**src/nls_pkg.sv**
```systemverilog
// ----------------------------------------------------------------------------
// nls_pkg
// Shared widths, character codes and digit helpers for the numeric literal
// scanner.
// ----------------------------------------------------------------------------
package nls_pkg;

   localparam int unsigned CHAR_W  = 16;
   localparam int unsigned CLASS_W = 3;
   localparam int unsigned WORD_W  = 16;
   localparam int unsigned IDX_W   = 6;

   localparam logic [CHAR_W-1:0] CH_SPACE  = 16'h0020;
   localparam logic [CHAR_W-1:0] CH_DOLLAR = 16'h0024;
   localparam logic [CHAR_W-1:0] CH_STAR   = 16'h002A;
   localparam logic [CHAR_W-1:0] CH_COMMA  = 16'h002C;
   localparam logic [CHAR_W-1:0] CH_DOT    = 16'h002E;
   localparam logic [CHAR_W-1:0] CH_SLASH  = 16'h002F;
   localparam logic [CHAR_W-1:0] CH_0      = 16'h0030;
   localparam logic [CHAR_W-1:0] CH_1      = 16'h0031;
   localparam logic [CHAR_W-1:0] CH_7      = 16'h0037;
   localparam logic [CHAR_W-1:0] CH_9      = 16'h0039;
   localparam logic [CHAR_W-1:0] CH_SEMI   = 16'h003B;
   localparam logic [CHAR_W-1:0] CH_A      = 16'h0041;
   localparam logic [CHAR_W-1:0] CH_B      = 16'h0042;
   localparam logic [CHAR_W-1:0] CH_D      = 16'h0044;
   localparam logic [CHAR_W-1:0] CH_F      = 16'h0046;
   localparam logic [CHAR_W-1:0] CH_H      = 16'h0048;
   localparam logic [CHAR_W-1:0] CH_O      = 16'h004F;
   localparam logic [CHAR_W-1:0] CH_R      = 16'h0052;
   localparam logic [CHAR_W-1:0] CH_X      = 16'h0058;
   localparam logic [CHAR_W-1:0] CH_Z      = 16'h005A;

   localparam logic [CLASS_W-1:0] CLS_DIGIT  = 3'd0;
   localparam logic [CLASS_W-1:0] CLS_LETTER = 3'd1;
   localparam logic [CLASS_W-1:0] CLS_EOL    = 3'd3;

   localparam logic [WORD_W-1:0] RAD50_MULT0 = 16'd1600;
   localparam logic [WORD_W-1:0] RAD50_MULT1 = 16'd40;

   // result flag positions in rsp_tuser
   localparam int unsigned FLG_CONSUMED = 0;
   localparam int unsigned FLG_BAD_NUM  = 1;
   localparam int unsigned FLG_OVERFLOW = 2;
   localparam int unsigned FLG_BAD_PFX  = 3;
   localparam int unsigned FLG_OK       = 4;
   localparam int unsigned FLG_W        = 5;

   typedef enum logic [1:0] {
      RADIX_BIN,
      RADIX_OCT,
      RADIX_DEC,
      RADIX_HEX
   } radix_type;

   // acc * radix + digit; bit WORD_W flags a carry out of the word
   function automatic logic [WORD_W:0] mac_step(input logic [WORD_W-1:0] acc,
                                               input radix_type radix,
                                               input logic [3:0] digit);
      logic [WORD_W+3:0] t;
      logic [WORD_W+3:0] a;
      a = {4'b0000, acc};
      case (radix)
         RADIX_BIN: t = (a << 1) + {16'h0000, digit};
         RADIX_OCT: t = (a << 3) + {16'h0000, digit};
         RADIX_DEC: t = (a << 3) + (a << 1) + {16'h0000, digit};
         RADIX_HEX: t = (a << 4) + {16'h0000, digit};
         default:   t = a;
      endcase
      return {|t[WORD_W+3:WORD_W], t[WORD_W-1:0]};
   endfunction

   function automatic logic [IDX_W-1:0] rad50_index(input logic [CHAR_W-1:0] c);
      logic [IDX_W-1:0] idx;
      idx = '0;
      if (c >= CH_A && c <= CH_Z) begin
         idx = IDX_W'(c - 16'h0040);
      end else if (c == CH_DOLLAR) begin
         idx = 6'd27;
      end else if (c == CH_DOT) begin
         idx = 6'd28;
      end else if (c >= CH_0 && c <= CH_9) begin
         idx = IDX_W'(c - CH_0 + 16'd30);
      end
      return idx;
   endfunction

endpackage

```
**src/numeric_literal_scanner.sv**
```systemverilog
// ----------------------------------------------------------------------------
// numeric_literal_scanner
// Folds a stream of characters into 16-bit assembler numeric literals
// (octal, decimal, hex, binary and three-character RADIX-50 words).
// ----------------------------------------------------------------------------
//  channel | dir | tdata                              | tuser
//  req_    | in  | [15:0] char_code [31:16] lookahead | [0] start [1] caret [4:2] class
//  rsp_    | out | [15:0] value                       | [0] consumed [1] bad_number
//          |     |                                    | [2] overflow [3] bad_prefix [4] ok
//
//  One character per cycle while rsp_ is not stalled; each transfer passes an input
//  register and then, with its state update, the result register on its way to rsp_.
//  Characters that end no literal leave no result.
//  Reset is synchronous and clears the scan state and both valid flags.
//  A stalled result holds the input register; while both are full, req_tready follows rsp_tready.
// ----------------------------------------------------------------------------
module numeric_literal_scanner (
   input  logic        clock,
   input  logic        reset,
   input  logic        req_tvalid,
   output logic        req_tready,
   input  logic [31:0] req_tdata,   // char_code, lookahead_code
   input  logic [4:0]  req_tuser,   // start_req, caret_mode, char_class
   output logic        rsp_tvalid,
   input  logic        rsp_tready,
   output logic [15:0] rsp_tdata,   // value
   output logic [4:0]  rsp_tuser    // consumed, bad_number, word_overflow, bad_prefix, ok
);
   import nls_pkg::*;

   typedef enum logic [3:0] {
      PH_IDLE, PH_PLAIN, PH_SKIPX, PH_SKIPD, PH_SKIPB,
      PH_HEX, PH_DEC, PH_OCT, PH_BIN, PH_RAD
   } phase_type;

   logic                 in_valid_ff;
   logic                 start_ff, caret_ff;
   logic [CHAR_W-1:0]    code_ff, la_ff;
   logic [CLASS_W-1:0]   class_ff;

   phase_type            phase_ff, phase_in;
   logic [WORD_W-1:0]    main_ff, main_in, dec_ff, dec_in;
   logic                 main_over_ff, main_over_in, dec_over_ff, dec_over_in;
   logic                 high_ff, high_in, seen_ff, seen_in;
   logic [1:0]           count_ff, count_in;

   logic                 out_valid_ff, out_valid_in;
   logic [WORD_W-1:0]    out_value_ff;
   logic [FLG_W-1:0]     out_flags_ff;

   logic                 advance;
   logic                 emit;
   logic [WORD_W-1:0]    e_value;
   logic                 e_cons, e_bad, e_ovf, e_pfx;

   phase_type            ph;
   logic [WORD_W-1:0]    w_main, w_dec;
   logic                 w_main_over, w_dec_over, w_high, w_seen;
   logic [1:0]           w_count;
   logic                 is_dec;
   logic [WORD_W:0]      mac_main, mac_dec;
   logic [3:0]           digit;
   logic [CHAR_W-1:0]    top;
   radix_type            radix;
   logic [WORD_W-1:0]    r50_term;
   logic [IDX_W-1:0]     r50_idx;

   assign advance    = in_valid_ff && (!out_valid_ff || rsp_tready);
   assign req_tready = !in_valid_ff || advance;

   assign rsp_tvalid = out_valid_ff;
   assign rsp_tdata  = out_value_ff;
   assign rsp_tuser  = out_flags_ff;

   always_comb begin
      // a start drops any literal in progress
      ph          = start_ff ? PH_IDLE : phase_ff;
      w_main      = start_ff ? '0 : main_ff;
      w_dec       = start_ff ? '0 : dec_ff;
      w_main_over = start_ff ? 1'b0 : main_over_ff;
      w_dec_over  = start_ff ? 1'b0 : dec_over_ff;
      w_high      = start_ff ? 1'b0 : high_ff;
      w_seen      = start_ff ? 1'b0 : seen_ff;
      w_count     = start_ff ? 2'd0 : count_ff;

      is_dec   = code_ff >= CH_0 && code_ff <= CH_9;
      digit    = code_ff[3:0];
      radix    = RADIX_OCT;
      top      = CH_7;
      mac_main = '0;
      mac_dec  = '0;
      r50_idx  = rad50_index(code_ff);
      case (w_count)
         2'd0:    r50_term = 16'(r50_idx) * RAD50_MULT0;
         2'd1:    r50_term = 16'(r50_idx) * RAD50_MULT1;
         default: r50_term = 16'(r50_idx);
      endcase

      phase_in     = ph;
      main_in      = w_main;
      dec_in       = w_dec;
      main_over_in = w_main_over;
      dec_over_in  = w_dec_over;
      high_in      = w_high;
      seen_in      = w_seen;
      count_in     = w_count;
      emit         = 1'b0;
      e_value      = '0;
      e_cons       = 1'b0;
      e_bad        = 1'b0;
      e_ovf        = 1'b0;
      e_pfx        = 1'b0;

      if (start_ff && caret_ff) begin
         if (code_ff == CH_X || code_ff == CH_H) begin
            phase_in = PH_HEX;
         end else if (code_ff == CH_D) begin
            phase_in = PH_DEC;
         end else if (code_ff == CH_O) begin
            phase_in = PH_OCT;
         end else if (code_ff == CH_B) begin
            phase_in = PH_BIN;
         end else if (code_ff == CH_R) begin
            phase_in = PH_RAD;
         end else begin
            emit  = 1'b1;
            e_pfx = 1'b1;
         end
      end else if (start_ff && code_ff == CH_0 && la_ff == CH_X) begin
         phase_in = PH_SKIPX;
      end else if (start_ff && code_ff == CH_0 && la_ff == CH_D) begin
         phase_in = PH_SKIPD;
      end else if (start_ff && code_ff == CH_0 && la_ff == CH_B) begin
         phase_in = PH_SKIPB;
      end else if (start_ff) begin
         ph       = PH_PLAIN;
         phase_in = PH_PLAIN;
      end

      if (!(start_ff && caret_ff)) begin
         case (ph)
            PH_PLAIN: begin
               if (class_ff == CLS_DIGIT) begin
                  if (!is_dec) begin
                     emit  = 1'b1;
                     e_bad = 1'b1;
                  end else begin
                     mac_main     = mac_step(w_main, RADIX_OCT, {1'b0, digit[2:0]});
                     mac_dec      = mac_step(w_dec, RADIX_DEC, digit);
                     main_in      = mac_main[WORD_W-1:0];
                     main_over_in = w_main_over | mac_main[WORD_W];
                     dec_in       = mac_dec[WORD_W-1:0];
                     dec_over_in  = w_dec_over | mac_dec[WORD_W];
                     high_in      = w_high | digit[3];
                     seen_in      = 1'b1;
                  end
               end else if (code_ff == CH_DOT) begin
                  emit   = 1'b1;
                  e_cons = 1'b1;
                  if (!w_seen) begin
                     e_bad = 1'b1;
                  end else begin
                     e_value = w_dec;
                     e_ovf   = w_dec_over;
                  end
               end else if (w_high || !w_seen) begin
                  emit  = 1'b1;
                  e_bad = 1'b1;
               end else begin
                  emit    = 1'b1;
                  e_value = w_main;
                  e_ovf   = w_main_over;
               end
            end
            PH_SKIPX: phase_in = PH_HEX;
            PH_SKIPD: phase_in = PH_DEC;
            PH_SKIPB: phase_in = PH_BIN;
            PH_HEX: begin
               if (class_ff == CLS_DIGIT && is_dec) begin
                  radix = RADIX_HEX;
               end else if (class_ff == CLS_LETTER && code_ff >= CH_A && code_ff <= CH_F) begin
                  radix = RADIX_HEX;
                  digit = code_ff[3:0] + 4'd9;
               end else begin
                  emit    = 1'b1;
                  e_value = w_main;
                  e_ovf   = w_main_over;
                  e_bad   = class_ff == CLS_DIGIT || class_ff == CLS_LETTER;
               end
               if (!emit) begin
                  mac_main     = mac_step(w_main, radix, digit);
                  main_in      = mac_main[WORD_W-1:0];
                  main_over_in = w_main_over | mac_main[WORD_W];
               end
            end
            PH_DEC, PH_OCT, PH_BIN: begin
               case (ph)
                  PH_DEC:  begin radix = RADIX_DEC; top = CH_9; end
                  PH_BIN:  begin radix = RADIX_BIN; top = CH_1; end
                  default: begin radix = RADIX_OCT; top = CH_7; end
               endcase
               if (class_ff != CLS_DIGIT || code_ff < CH_0 || code_ff > top) begin
                  emit    = 1'b1;
                  e_value = w_main;
                  e_ovf   = w_main_over;
                  e_bad   = class_ff == CLS_DIGIT;
               end else begin
                  mac_main     = mac_step(w_main, radix, digit);
                  main_in      = mac_main[WORD_W-1:0];
                  main_over_in = w_main_over | mac_main[WORD_W];
               end
            end
            PH_RAD: begin
               if (w_count != 2'd0 &&
                   (code_ff == CH_COMMA || code_ff == CH_SEMI || class_ff == CLS_EOL ||
                    (code_ff == CH_SLASH && (la_ff == CH_SLASH || la_ff == CH_STAR)))) begin
                  emit    = 1'b1;
                  e_value = w_main;
               end else begin
                  main_in  = w_main + r50_term;
                  count_in = w_count + 2'd1;
                  if (w_count == 2'd2) begin
                     emit    = 1'b1;
                     e_cons  = 1'b1;
                     e_value = w_main + r50_term;
                  end
               end
            end
            PH_IDLE: ;
            default: phase_in = PH_IDLE;
         endcase
      end

      if (emit) begin
         phase_in = PH_IDLE;
      end
      if (!start_ff && ph == PH_IDLE) begin
         phase_in = PH_IDLE;
      end

      out_valid_in = (advance && emit) || (out_valid_ff && !rsp_tready);
   end

   always_ff @(posedge clock) begin
      if (req_tvalid && req_tready) begin
         start_ff <= req_tuser[0];
         caret_ff <= req_tuser[1];
         class_ff <= req_tuser[4:2];
         code_ff  <= req_tdata[15:0];
         la_ff    <= req_tdata[31:16];
      end
   end

   always_ff @(posedge clock) begin
      if (reset) begin
         in_valid_ff  <= 1'b0;
         out_valid_ff <= 1'b0;
         phase_ff     <= PH_IDLE;
         main_ff      <= '0;
         dec_ff       <= '0;
         main_over_ff <= 1'b0;
         dec_over_ff  <= 1'b0;
         high_ff      <= 1'b0;
         seen_ff      <= 1'b0;
         count_ff     <= 2'd0;
         out_value_ff <= '0;
         out_flags_ff <= '0;
      end else begin
         if (req_tready) begin
            in_valid_ff <= req_tvalid;
         end
         out_valid_ff <= out_valid_in;
         if (advance) begin
            phase_ff     <= phase_in;
            main_ff      <= main_in;
            dec_ff       <= dec_in;
            main_over_ff <= main_over_in;
            dec_over_ff  <= dec_over_in;
            high_ff      <= high_in;
            seen_ff      <= seen_in;
            count_ff     <= count_in;
            if (emit) begin
               out_value_ff               <= e_value;
               out_flags_ff[FLG_CONSUMED] <= e_cons;
               out_flags_ff[FLG_BAD_NUM]  <= e_bad;
               out_flags_ff[FLG_OVERFLOW] <= e_ovf;
               out_flags_ff[FLG_BAD_PFX]  <= e_pfx;
               out_flags_ff[FLG_OK]       <= !(e_bad || e_ovf || e_pfx);
            end
         end
      end
   end

endmodule

```
**config.mk**
```make
export PLATFORM = sky130hd
export DESIGN_NAME = numeric_literal_scanner
export DESIGN_NICKNAME = d
export VERILOG_FILES = /design/src/nls_pkg.sv /design/src/numeric_literal_scanner.sv
export SDC_FILE = /design/constraint.sdc
export NUM_CORES = 1
export LEC_CHECK = 0
export BUFFER_PORTS_ARGS = -buffer_cell sky130_fd_sc_hd__buf_2
export CAP_MARGIN = 20
export CORE_MARGIN = 3
export CORE_UTILIZATION = 58
export DETAILED_ROUTE_END_ITERATION = 6
export PLACE_DENSITY = 0.77
export REMOVE_ABC_BUFFERS = 1
export SLEW_MARGIN = 20
export SYNTH_ARGS = -nofsm -noshare
export SYNTH_HDL_FRONTEND = slang
export SYNTH_SLANG_ARGS = --single-unit
export TNS_END_PERCENT = 20
```
**constraint.sdc**
```tcl
create_clock -name clock -period 16.2 [get_ports clock]
set_input_delay 0.81 -clock clock [delete_from_list [all_inputs] [get_ports clock]]
set_output_delay 0.81 -clock clock [all_outputs]
set_load 0.005 [all_outputs]
```
Word level (Yosys, flattened, before mapping)

Index checks and enable logic that the tools add are counted.

Register bits after elaboration: 102

Reductions and logical operators: 51
Magnitude comparators: 7
Bitwise logic cells: 5
$mul: 2
Eq/ne operators: 36
Mux-type cells: 146
Add/subtract/negate cells: 18

Operators with widths:

| cell                                                 | number |
|---|---|
| two-way mux 16 bit                                   | 24 |
| two-way mux 20 bit                                   | 14 |
| case mux 20 bit (4 select lines)                     | 2 |
| equality test 16 x 7 -> 1 bit, second input constant | 9 |
| equality test 16 x 6 -> 1 bit, second input constant | 8 |
| case mux 16 bit (4 select lines)                     | 2 |
| adder 20 x 4 -> 20 bit                               | 5 |
| two-way mux 4 bit                                    | 22 |
| two-way mux 1 bit                                    | 59 |
| adder 19 x 17 -> 20 bit                              | 2 |
| adder 19 x 4 -> 20 bit                               | 2 |
| adder 17 x 4 -> 18 bit                               | 2 |
| <= comparator 16 x 7 -> 1 bit, second input constant | 2 |
| case mux 16 bit (2 select lines)                     | 1 |
| two-way mux 6 bit                                    | 4 |
| adder 19 x 3 -> 20 bit                               | 1 |
| two-way mux 2 bit                                    | 10 |
| logical AND 1 bit                                    | 17 |
| adder 16 bit                                         | 1 |
| equality test 4 x 3 -> 1 bit, second input constant  | 4 |
| >= comparator 16 x 6 -> 1 bit, second input constant | 1 |
| >= comparator 16 x 7 -> 1 bit, second input constant | 1 |
| > comparator 16 bit                                  | 1 |
| <= comparator 16 x 6 -> 1 bit, second input constant | 1 |
| 33 further kinds                                     | 70 |

Longest topological paths before layout

Gate-level depths: netlist (run 1).

Depth after elaboration: 21
Mapped depth: 27

Worst setup path after synthesis (run 1)

OpenSTA, ideal clock, no wires.

Path type: flip-flop to flip-flop
Start point: register start_ff
End point: register dec_over_ff
Setup slack: 11.131 ns
Cell stages (with the launch flop): 22
Arrival time: 4.984 ns
Path through: edfxtp_1 buf_2 clkbuf_1 clkbuf_1 clkbuf_1 clkbuf_1 clkbuf_1 buf_1 nor2b_1 fa_1 fa_1 a21o_1 a21oi_1 o21bai_1 a21oi_1 o21bai_1 a21oi_1 o21bai_1 a2111oi_0 nor3_1 mux2i_1 a211oi_1

Cells in the longest elaborated chain, start to end: 13

Ends and longest elaborated chain:

| element                 | RTL line                       | source |
|---|---|---|
| start, declared         | numeric_literal_scanner.sv:37  | `logic start_ff, caret_ff;` |
| start signal, assigned  | numeric_literal_scanner.sv:246 | `start_ff <= req_tuser[0];` |
| two-way mux 16 bit      | numeric_literal_scanner.sv:79  | `w_dec = start_ff ? '0 : dec_ff;` |
| adder 19 x 17 -> 20 bit | nls_pkg.sv:66                  | `RADIX_DEC: t = (a << 3) + (a << 1) + {16'h0000, digit};` |
| adder 20 x 4 -> 20 bit  | nls_pkg.sv:66                  |  |
| two-way mux 20 bit      | numeric_literal_scanner.sv:144 | `if (!is_dec) begin` |
| two-way mux 20 bit      | numeric_literal_scanner.sv:143 | `if (class_ff == CLS_DIGIT) begin` |
| two-way mux 20 bit      | numeric_literal_scanner.sv:141 | `case (ph)` |
| two-way mux 20 bit      | numeric_literal_scanner.sv:140 | `if (!(start_ff && caret_ff)) begin` |
| OR reduction 4 bit      | nls_pkg.sv:70                  | `return {\|t[WORD_W+3:WORD_W], t[WORD_W-1:0]};` |
| bitwise OR 1 bit        | numeric_literal_scanner.sv:153 | `dec_over_in = w_dec_over \| mac_dec[WORD_W];` |
| two-way mux 1 bit       | numeric_literal_scanner.sv:144 |  |
| two-way mux 1 bit       | numeric_literal_scanner.sv:143 |  |
| two-way mux 1 bit       | numeric_literal_scanner.sv:141 |  |
| two-way mux 1 bit *     | numeric_literal_scanner.sv:140 |  |
| end signal, assigned    | numeric_literal_scanner.sv:278 | `dec_over_ff <= dec_over_in;` |
| end, declared           | numeric_literal_scanner.sv:43  | `logic main_over_ff, main_over_in, dec_over_ff, dec_over_in;` |

Mark *: on every way between the ends. The rest lies on a longest branch, timed or not. The select of a mux whose other input is x is not followed.
A chain may end at the register's enable or synchronous reset.

Worst setup path in the final report (run 1)

Start point: register code_ff[2]
End point: register out_flags_ff[4], in the netlist rsp_tuser[4]

Cells in the longest elaborated chain, start to end: 19

Ends and longest elaborated chain:

| element                                                                    | RTL line                                                                                       | source |
|---|---|---|
| start, declared                                                            | numeric_literal_scanner.sv:38                                                                  | `logic [CHAR_W-1:0] code_ff, la_ff;` |
| start signal, assigned                                                     | numeric_literal_scanner.sv:249                                                                 | `code_ff <= req_tdata[15:0];` |
| equality test 16 x 6 -> 1 bit                                              | numeric_literal_scanner.sv:129, numeric_literal_scanner.sv:131, numeric_literal_scanner.sv:133 |  |
| logical AND 1 bit                                                          | numeric_literal_scanner.sv:129, numeric_literal_scanner.sv:131, numeric_literal_scanner.sv:133 |  |
| logical AND 1 bit                                                          | numeric_literal_scanner.sv:133                                                                 | `end else if (start_ff && code_ff == CH_0 && la_ff == CH_B) begin` |
| two-way mux 4 bit                                                          | numeric_literal_scanner.sv:133                                                                 |  |
| two-way mux 4 bit                                                          | numeric_literal_scanner.sv:131                                                                 | `end else if (start_ff && code_ff == CH_0 && la_ff == CH_D) begin` |
| two-way mux 4 bit                                                          | numeric_literal_scanner.sv:129                                                                 | `end else if (start_ff && code_ff == CH_0 && la_ff == CH_X) begin` |
| two-way mux 4 bit                                                          | numeric_literal_scanner.sv:114                                                                 | `if (start_ff && caret_ff) begin` |
| equality test 4 bit / equality test 4 x 3 -> 1 bit (equally long branches) | numeric_literal_scanner.sv:141, numeric_literal_scanner.sv:197                                 |  |
| (+2 left out)                                                              | n/a                                                                                            |  |
| two-way mux 16 bit                                                         | numeric_literal_scanner.sv:140                                                                 |  |
| > comparator 16 bit                                                        | numeric_literal_scanner.sv:202                                                                 | `if (class_ff != CLS_DIGIT \|\| code_ff < CH_0 \|\| code_ff > top) begin` |
| logical OR 1 bit                                                           | numeric_literal_scanner.sv:202                                                                 |  |
| two-way mux 1 bit                                                          | numeric_literal_scanner.sv:202                                                                 |  |
| case mux 1 bit (3 select lines)                                            | numeric_literal_scanner.sv:141                                                                 |  |
| two-way mux 1 bit                                                          | numeric_literal_scanner.sv:140                                                                 |  |
| logical OR 1 bit (2 in a row)                                              | numeric_literal_scanner.sv:288                                                                 | `out_flags_ff[FLG_OK] <= !(e_bad \|\| e_ovf \|\| e_pfx);` |
| zero test 1 bit                                                            | numeric_literal_scanner.sv:288                                                                 |  |
| end signal, assigned by index                                              | numeric_literal_scanner.sv:286                                                                 | `out_flags_ff[FLG_OVERFLOW] <= e_ovf;` |
| end signal, assigned by index                                              | numeric_literal_scanner.sv:287                                                                 | `out_flags_ff[FLG_BAD_PFX] <= e_pfx;` |
| end signal, assigned by index                                              | numeric_literal_scanner.sv:288                                                                 |  |
| end, declared                                                              | numeric_literal_scanner.sv:49                                                                  | `logic [FLG_W-1:0] out_flags_ff;` |

Parallel ways exist; a longest one is shown, timed or not. The select of a mux whose other input is x is not followed.

==> flow_summary.ini, run 1 <==
[status]
status = complete, but fails checks
violations = design-rule violations

[synthesis]
ys_seq_area_share_pct = 24.38
yosys_warnings = 0
yosysUniqueCellTypes = 87
synth-edff-count = 37
syn_inst = 1199
yosys.area.top_type_share_pct = 13.91
postSynthRegisterBits = 102
synthesis.area_um2 = 9893
async_flop_share_pct = 0
yosys_most_used_dff = dfxtp_1
yosys-top-cells-count = 124 x nor2_1, 110 x ha_1, 84 x a21oi_1
synth.area.top_cells = ha_1 14%, dfxtp_1 13%, edfxtp_1 11%
post-synth-top-count-cell = nor2_1
synth_area_per_cell_um2 = 8.251
synth_top_area_cell = ha_1

[worst_hold_path]
hp-class = flip-flop to flip-flop

[clock_network]
clockBufferDepth = 2
holdBufCountCts = 0
root_buffer = clkbuf_16
post_cts_buffers = 0
cts_resized = 0
cts_tree = built
htree_levels = 3
clkTransAtPathRegs_ns = 0.07
cts_buffers = 9
clkSinkCount = 102
clk_latency_ns = 0.35

[detailed_routing]
via_per_inst = 6.585
routed_wl_mm = 28.94
initialDrtViolationCount = 1059
drt_pass1_iterations = 7
post-route-drc-count = 2
num_vias = 9522
ant_nets = 0
wl_per_cell_um = 20.01

[power]
p_leak_uw = 0.004577
power.density_nw_per_um2 = 52.60
vdd_ir_drop_max_mv = 0.06761

[grt]
grt_pass1_wl_mm = 46.22
track_usage_pct = 31.18
gr-total-overflow = 0
grt_pass1_vias = 8724
antenna_found_initial = 0
grt_max_degree = 58

[floorplanning]
ios = 64
dieWidth_um = 136.6
core-area_um2 = 16640
die_h_um = 136.6
fp-row-count = 47
start_util_pct = 59.45
die-area_um2 = 18660

[setup_path]
path_cells = inv_1 > ha_1 > nor4bb_1 > nand3_1 > nor3_4 > a211oi_2 > nor3_4 > inv_2 > nand2_1 > ha_1 > a21o_1 > a2111oi_0 > a41oi_1 > nor2_1 > a21oi_1 > a21oi_4 > o31ai_1 > o31ai_2 > a221oi_1 > nand3b_1 > a21oi_1
cpPeakStageDelay_ns = 0.88
cp_top_family = compound AO/OA/AOI/OAI gates
slowest_stage = o31ai_2
endpoint_kind = flip-flop
required_ns = 16.42
worstPathBufferInverterCount = 2
arrival_ns = 6.93
crit_fanout = 21
path_class = flip-flop to flip-flop
start_kind = flip-flop

[timing]
skew_ns = 0.007372
min_period_ns = 6.716
setup_viol = 0
maxSlewViolCount = 0
fmax_mhz = 148.9
finalSetupTns_ns = 0
worst_slew_pin_slew_ns = 1.035
hold_violations = 0
finalWorstSetupSlack_ns = 9.484
fin_crit_sh_pct = 41.46
rsz0062_at_grt = false
maxSlewHeadroom_pct = 30.86

[cells_and_area]
drive_gt1_share_pct = 11.09
nNetsFinal = 1379
areaGrowthSynthToFinish_pct = 7.133
num_antenna_cells = 0
stdcell_count = 1446

[placed_design]
dp.cells = 1430
hpwl_mm = 22.14
place_ws_ns = 9.724
io_buffer_count = 63
gp_congestion = 0.9967

[flow_run]
timing.max_cap.violations = 0
-- cell usage in the layout (no fill, tap or decap), drive strengths merged, types with 37 or more instances in the layout --
master,instances
o21ai,67
nor3,37
xnor2,48
dfxtp,65
edfxtp,37
a21oi,86
nor2,128
buf,75
ha,110
inv,41
nand2,82
-- worst reg2reg max path, stage by stage (launching register included) --
cell       delay, ns
edfxtp_1        0.72
inv_1           0.34
ha_1            0.22
nor4bb_1        0.38
nand3_1         0.20
nor3_4          0.29
a211oi_2        0.22
nor3_4          0.52
inv_2           0.28
nand2_1         0.25
ha_1            0.28
a21o_1          0.18
a2111oi_0       0.39
a41oi_1         0.08
nor2_1          0.16
a21oi_1         0.15
a21oi_4         0.27
o31ai_1         0.25
o31ai_2         0.88
a221oi_1        0.27
nand3b_1        0.19
a21oi_1         0.08
-- path summary, 6_finish.rpt --
check	from	endpoint	slack (ns)	depth (start not counted)
max	code_ff[2]$_DFFE_PP_	rsp_tuser[4]$_SDFFE_PP0P_	9.48	21
min	rsp_tuser[4]$_SDFFE_PP0P_	rsp_tuser[4]$_SDFFE_PP0P_	0.48	2
max reg2reg	code_ff[2]$_DFFE_PP_	rsp_tuser[4]$_SDFFE_PP0P_	9.48	21
min reg2reg	rsp_tuser[4]$_SDFFE_PP0P_	rsp_tuser[4]$_SDFFE_PP0P_	0.48	2
-- state kept, by name, summed over array words and instances (netlist names) --
name,flops
dec_over_ff,1
dec_ff,16
rsp_tdata,16
code_ff,16
main_over_ff,1
class_ff,3
in_valid_ff,1
rsp_tuser,5
main_ff,16
phase_ff,4
rsp_tvalid,1
la_ff,16
seen_ff,1
high_ff,1
caret_ff,1
count_ff,2
start_ff,1
-- logic make-up (layout without fill, tap and decap cells) --
| group | after synthesis | after routing | share of synthesized area [%] |
|---|---|---|---|
| AOI/OAI and AO/OA | 361 | 361 | 25.29 |
| xor gates and xnor gates | 81 | 81 | 7.171 |
| adders and majority gates | 117 | 117 | 15.33 |
| buffers and inverters | 102 | 129 | 4.275 |
| DFF | 102 | 102 | 24.38 |
| muxes | 9 | 9 | 0.9485 |
| and+or+nand+nor | 427 | 427 | 22.60 |
-- layout make-up --
| cell class | instances | area (µm²) |
|---|---|---|
| Timing Repair Buffer | 75 | 405.4 |
| Tap cell | 220 | 275.3 |
| Inverter | 38 | 142.6 |
| Fill cell | 1479 | 6043 |
| Clock buffer | 10 | 229.0 |
| Clock inverter | 6 | 68.82 |
| Multi-Input combinational cell | 995 | 7066 |
| Sequential cell | 102 | 2412 |
-- metrics by stage --
| step | total power [µW] | instance area [µm²] | util, % | hold WS [ns] |
|---|---|---|---|---|
| 6_report | 557.5 | 10600 | 63.69 | 0.4756 |
| 5_1_grt | 575.7 | 10600 | 63.69 | 0.4884 |
| 4_1_cts | 559.3 | 10590 | 63.66 | 0.4724 |
| 3_5_place_dp | 340.9 | 10300 | 61.87 | 0.4630 |
| 3_3_place_gp | 340.1 | 10290 | 61.85 | 0.4508 |
| 2_1_floorplan | 317.1 | 9613 | - | 0.4422 |
-- per-layer routing --
layer | share of wire (%) | track usage [%] | vias to the layer above
li1 | - | - | 4501
met2 | 44 | 48.11 | 495
met5 | 0 | 0 | -
met3 | 8.7 | 5.331 | 89
met1 | 43 | 43.22 | 4437
met4 | 4.2 | 12.99 | 0
-- report_power, final --
group          internal (µW)  switching, µW
registers                275           8.07
clock network            121           99.2
logic                   19.4           34.5
Power figures use the tool's default switching activity.
==> run 2, diff against run 1 <==
--- a/config.mk
+++ b/config.mk
@@ -5,12 +5,13 @@
 export SDC_FILE = /design/constraint.sdc
 export NUM_CORES = 1
 export LEC_CHECK = 0
+export ABC_AREA = 1
 export BUFFER_PORTS_ARGS = -buffer_cell sky130_fd_sc_hd__buf_2
 export CAP_MARGIN = 20
 export CORE_MARGIN = 3
-export CORE_UTILIZATION = 58
+export CORE_UTILIZATION = 57
 export DETAILED_ROUTE_END_ITERATION = 6
-export PLACE_DENSITY = 0.77
+export PLACE_DENSITY = 0.78
 export REMOVE_ABC_BUFFERS = 1
 export SLEW_MARGIN = 20
 export SYNTH_ARGS = -nofsm -noshare
==> constraint.sdc (replaced) <==
create_clock -name clock -period 5.96 [get_ports clock]
set_input_delay 0.298 -clock clock [delete_from_list [all_inputs] [get_ports clock]]
set_output_delay 0.298 -clock clock [all_outputs]
set_load 0.005 [all_outputs]
==> flow_summary.ini, run 2 <==
[status]
status = finished, final reports clean

[power]
pwr-share-seq_pct = 48.6
power.density_nw_per_um2 = 126.8
combPwrFrac_pct = 10.3
p_int_uw = 1096
finalPower_uw = 1550
p_switching_uw = 453.8
clockPowerShare_pct = 41.1
switching_share_pct = 29.27
p_leak_uw = 0.005675
vdd_ir_drop_max_mv = 0.2778

[floorplanning]
dieWidth_um = 146.2
die-area_um2 = 21360
core-area_um2 = 19020
start_util_pct = 58.87
fp-row-count = 50
ios = 64
die_h_um = 146.2

[timing]
min_period_ns = 5.405
hold_ws_ns = 0.09546
fin_crit_sh_pct = 90.69
maxSlewViolCount = 0
maxSlewHeadroom_pct = 40.88
worst_slew_pin_slew_ns = 0.8645
finalWorstSetupSlack_ns = 0.5550
skew_ns = 0.01201
fmax_mhz = 185.0
setup_viol = 0
hold_violations = 0

[detailed_routing]
ant_nets = 0
initialDrtViolationCount = 1368
via_per_inst = 5.925
routed_wl_mm = 37.28
num_vias = 12110
wl_per_cell_um = 18.24
drt_pass1_iterations = 5
post-route-drc-count = 0

[placed_design]
io_buffer_count = 63
dpl_cell_area_um2 = 11830
hpwl_mm = 28.61
gp_congestion = 1.011
dp.cells = 2024
place_ws_ns = 0.4703

[clock_network]
htree_levels = 3
clk_latency_ns = 0.37
cts_tree = built
cts_buffers = 9
root_buffer = clkbuf_16
clkTransAtPathRegs_ns = 0.09
clkSinkCount = 102
clockBufferDepth = 2

[setup_path]
path_common_cell = nand2_1
required_ns = 6.18
slowest_stage = edfxtp_1
arrival_ns = 5.63
path_class = flip-flop to flip-flop
start_kind = flip-flop
crit_fanout = 10
cpPeakStageDelay_ns = 0.61
endpoint_kind = flip-flop

[flow_run]
timing.max_cap.violations = 0

[synthesis]
synth.area.top_cells = nand2_1 15%, ha_1 12%, dfxtp_1 12%
yosysUniqueCellTypes = 61
post-synth-top-count-cell = nand2_1
synth-edff-count = 37
synthesis.area_um2 = 11200
yosys_warnings = 0
yosys-top-cells-count = 435 x nand2_1, 202 x inv_1, 168 x nor2_1
syn_inst = 1713
yosys_most_used_dff = dfxtp_1
yosys.area.top_type_share_pct = 14.58
ys_seq_area_share_pct = 21.55
postSynthRegisterBits = 102
async_flop_share_pct = 0
synth_area_per_cell_um2 = 6.536
synth_top_area_cell = nand2_1

[cells_and_area]
nNetsFinal = 1937
final_common_cell = nand2_1
num_antenna_cells = 0
fillers = 1848
stdcell_count = 2044
design_area_um2 = 12230
drive_gt1_share_pct = 10.65
areaGrowthSynthToFinish_pct = 9.242
final_cell_mix = 434 x nand2_1, 201 x inv_1, 168 x nor2_1

[grt]
track_usage_pct = 33.89
grt_pass1_wl_mm = 58.95
grt_max_degree = 66
antenna_found_initial = 0
gr-total-overflow = 0
grt_pass1_vias = 11230

[worst_hold_path]
hp-class = input port to flip-flop
==> run 2: cell types whose count changed in the layout (fill, tap and decap cells not counted), moves of 17 or more <==
cell      delta
nor2_1      +46
nor2b_1     -34
a22oi_1     -30
nand3_1     +63
a21oi_1     +62
xnor2_1     -30
inv_1      +164
o221ai_1    +18
nand2_1    +352
nand2b_1    -21
a21o_1      -17
buf_4       +19
o21ai_0     +32
==> run 2: kinds of logic after synthesis <==
group           count (synthesis)  synth area share, %
xor+xnor                       58                4.537
fa+ha+maj                     117                13.54
compound gates                366                19.12
simple gates                  809                31.91
buf+inv                       261                9.343
flops                         102                21.55
==> run 2: through the flow <==
stage          utilization, %  setup TNS (ns)
6_report                64.31               0
5_1_grt                 64.31        -0.03621
4_1_cts                 63.86               0
3_5_place_dp            62.20               0
3_3_place_gp            62.20               0
2_1_floorplan               -               0
==> run 2: power groups by stage <==
stage / sequential, µW / clock, µW / combinational [µW]
after floorplan: 771 / 0 / 81.8
after global placement: 768 / 0 / 152
after detailed placement: 769 / 0 / 152
after CTS: 752 / 641 / 153
after global routing: 755 / 665 / 171
final: 753 / 637 / 160
==> run 2: layout make-up <==
| cell class | instances | area, µm² | share of cell area [%] |
|---|---|---|---|
| clock inverters | 7 | 91.34 | 0.7468 |
| well taps | 260 | 325.3 | 2.660 |
| flip-flops and latches | 102 | 2412 | 19.72 |
| repair buffers | 94 | 548.0 | 4.481 |
| multi-input cells | 1350 | 7789 | 63.68 |
| inverters | 222 | 839.6 | 6.864 |
| clock buffers | 9 | 225.2 | 1.841 |
==> run 2: worst paths after layout <==
kind / startpoint / to / cells past startpoint / slack [ns]
min reg2reg: rsp_tdata[12]$_SDFFE_PP0P_ / rsp_tdata[12]$_SDFFE_PP0P_ / 2 / 0.47
max: code_ff[4]$_DFFE_PP_ / rsp_tdata[12]$_SDFFE_PP0P_ / 30 / 0.56
max reg2reg: code_ff[4]$_DFFE_PP_ / rsp_tdata[12]$_SDFFE_PP0P_ / 30 / 0.56
min: req_tdata[7] / code_ff[7]$_DFFE_PP_ / 1 / 0.1
==> run 2: layer usage <==
metal / wire (µm) / share of wire, % / global-route usage, % / vias to the layer above
met2: 16430 / 44 / 52.88 / 608
met4: 1101 / 3.0 / 10.02 / 0
met1: 15950 / 43 / 48.35 / 5501
met3: 3797 / 10 / 5.618 / 89
met5: 0 / 0 / 0 / -
li1: - / - / - / 5913
==> run 2: what timing repair did <==
action | in CTS | in global routing
setup buffers | 0 | 4
endpoints found under the setup margin | 0 | 8
hold buffers | 0 | 0
resized for setup | 0 | 10
==> run 2: critical path: cells and delay by family (launching register included) <==
family / cells / cell delay (ns)
flip-flops: 1 / 0.61
AND/OR/NAND/NOR: 14 / 1.63
XOR/XNOR: 1 / 0.11
adder cells (fa/ha/maj): 3 / 0.94
buffers and inverters: 3 / 0.38
AO/OA/AOI/OAI: 9 / 1.55
==> run 3, diff against run 2 <==
--- a/config.mk
+++ b/config.mk
@@ -11,8 +11,8 @@
 export CORE_MARGIN = 3
 export CORE_UTILIZATION = 57
 export DETAILED_ROUTE_END_ITERATION = 6
+export GPL_ROUTABILITY_DRIVEN = 0
 export PLACE_DENSITY = 0.78
-export REMOVE_ABC_BUFFERS = 1
 export SLEW_MARGIN = 20
 export SYNTH_ARGS = -nofsm -noshare
 export SYNTH_HDL_FRONTEND = slang
==> flow_summary.ini, run 3 (synthesis gave the netlist of run 2 again) <==
[status]
status = complete, but fails checks
violations = design-rule violations

[detailed_routing]
routed_wl_mm = 35.08
wl_per_cell_um = 17.31
via_per_inst = 6.021
initialDrtViolationCount = 1223
ant_nets = 0
num_vias = 12200
drt_pass1_iterations = 7
post-route-drc-count = 5

[cells_and_area]
regArea_um2 = 2412
nNetsFinal = 1920
multi_input_area_um2 = 7770
final_cell_mix = 435 x nand2_1, 202 x inv_1, 168 x nor2_1
fillers = 1840
drive_gt1_share_pct = 9.677
areaGrowthSynthToFinish_pct = 7.901
num_antenna_cells = 0
final_common_cell = nand2_1

[floorplanning]
die_h_um = 146.2
die-area_um2 = 21360
dieWidth_um = 146.2
start_util_pct = 58.87
fp-row-count = 50
core-area_um2 = 19020
ios = 64

[setup_path]
cpPeakStageDelay_ns = 0.41
path_class = flip-flop to flip-flop
arrival_ns = 5.78
endpoint_kind = flip-flop
crit_fanout = 9
start_kind = flip-flop
required_ns = 6.17
slowest_stage = edfxtp_1
path_common_cell = nand2_1

[grt]
grt_pass1_vias = 11290
grt_pass1_wl_mm = 56.09
antenna_found_initial = 0
gr-total-overflow = 0
grt_max_degree = 66
track_usage_pct = 31.60

[clock_network]
post_cts_buffers = 0
clkTransAtPathRegs_ns = 0.09
cts_tree = built
htree_levels = 3
holdBufCountCts = 0
clockBufferDepth = 2
cts_buffers = 9
root_buffer = clkbuf_16
clk_latency_ns = 0.37
cts_resized = 0
clkSinkCount = 102

[placed_design]
io_buffer_count = 63
hpwl_mm = 26.75

[worst_hold_path]
hp-class = input port to flip-flop

[timing]
maxSlewHeadroom_pct = 26.72
hold_violations = 0
skew_ns = 0.01969
fmax_mhz = 179.5
fin_crit_sh_pct = 93.49
maxSlewViolCount = 0
worst_slew_pin_slew_ns = 1.095
min_period_ns = 5.572
finalSetupTns_ns = 0
setup_viol = 0

[power]
p_leak_uw = 0.005592
power.density_nw_per_um2 = 126.8
vdd_ir_drop_max_mv = 0.1455
finalPower_uw = 1532

[flow_run]
timing.max_cap.violations = 0

[synthesis]
syn-num-nets = 1871
## run 3: cell types whose count changed in the layout (fill, tap and decap cells not counted), sizes merged
cell | previous run | this run
clkinvlp | 1 | 0
buf | 94 | 77
clkinv | 3 | 4
## run 3: path summary, 6_finish.rpt
path / slack (ns) / cells past startpoint / startpoint / endpoint
min reg2reg: 0.47 / 2 / rsp_tuser[3]$_SDFFE_PP0P_ / rsp_tuser[3]$_SDFFE_PP0P_
max reg2reg: 0.39 / 30 / code_ff[14]$_DFFE_PP_ / rsp_tdata[12]$_SDFFE_PP0P_
min: 0.1 / 1 / req_tdata[5] / code_ff[5]$_DFFE_PP_
max: 0.39 / 30 / code_ff[14]$_DFFE_PP_ / rsp_tdata[12]$_SDFFE_PP0P_
## run 3: final cells by class
type	instances	area share, %
flip-flops and latches	102	19.97
repair buffers	77	3.480
multi-input cells	1350	64.32
inverters	222	6.919
well taps	260	2.693
clock inverters	7	0.7561
clock buffers	9	1.864
## run 3: power by group
part	total (µW)	switching [µW]	internal (µW)	leakage, µW
combinational	149	106	43.0	0.00455
clock	628	321	307	0.000155
sequential	755	14.7	740	0.000886
## run 3: metal layers
metal	up-vias	share of wire, %	GRT usage (%)
met5	-	0	0
met4	0	5.4	14.91
met3	168	11	5.866
met2	681	44	50.10
met1	5467	40	41.75
li1	5888	-	-
## run 3: metrics by stage
step           cell area, µm²  worst slack [ns]  util [%]  hold WS, ns  cells
2_1_floorplan           11200            0.9153         -       0.3969   1713
3_3_place_gp            11730            0.6139     61.68       0.4483   2011
3_5_place_dp            11730            0.4697     61.68       0.4531   2011
4_1_cts                 12050            0.4373     63.35      0.09547   2027
5_1_grt                 12080          -0.02552     63.52      0.09169   2027
6_report                12080            0.3878     63.52      0.09620   2027
## run 3: critical path, delay by kind of cell (launching register included)
family / cells / cell delay (ns)
AO/OA/AOI/OAI: 8 / 1.39
AND/OR/NAND/NOR: 15 / 2.04
buffers and inverters: 3 / 0.51
adder cells (fa/ha/maj): 3 / 0.94
XOR/XNOR: 1 / 0.12
flip-flops: 1 / 0.41
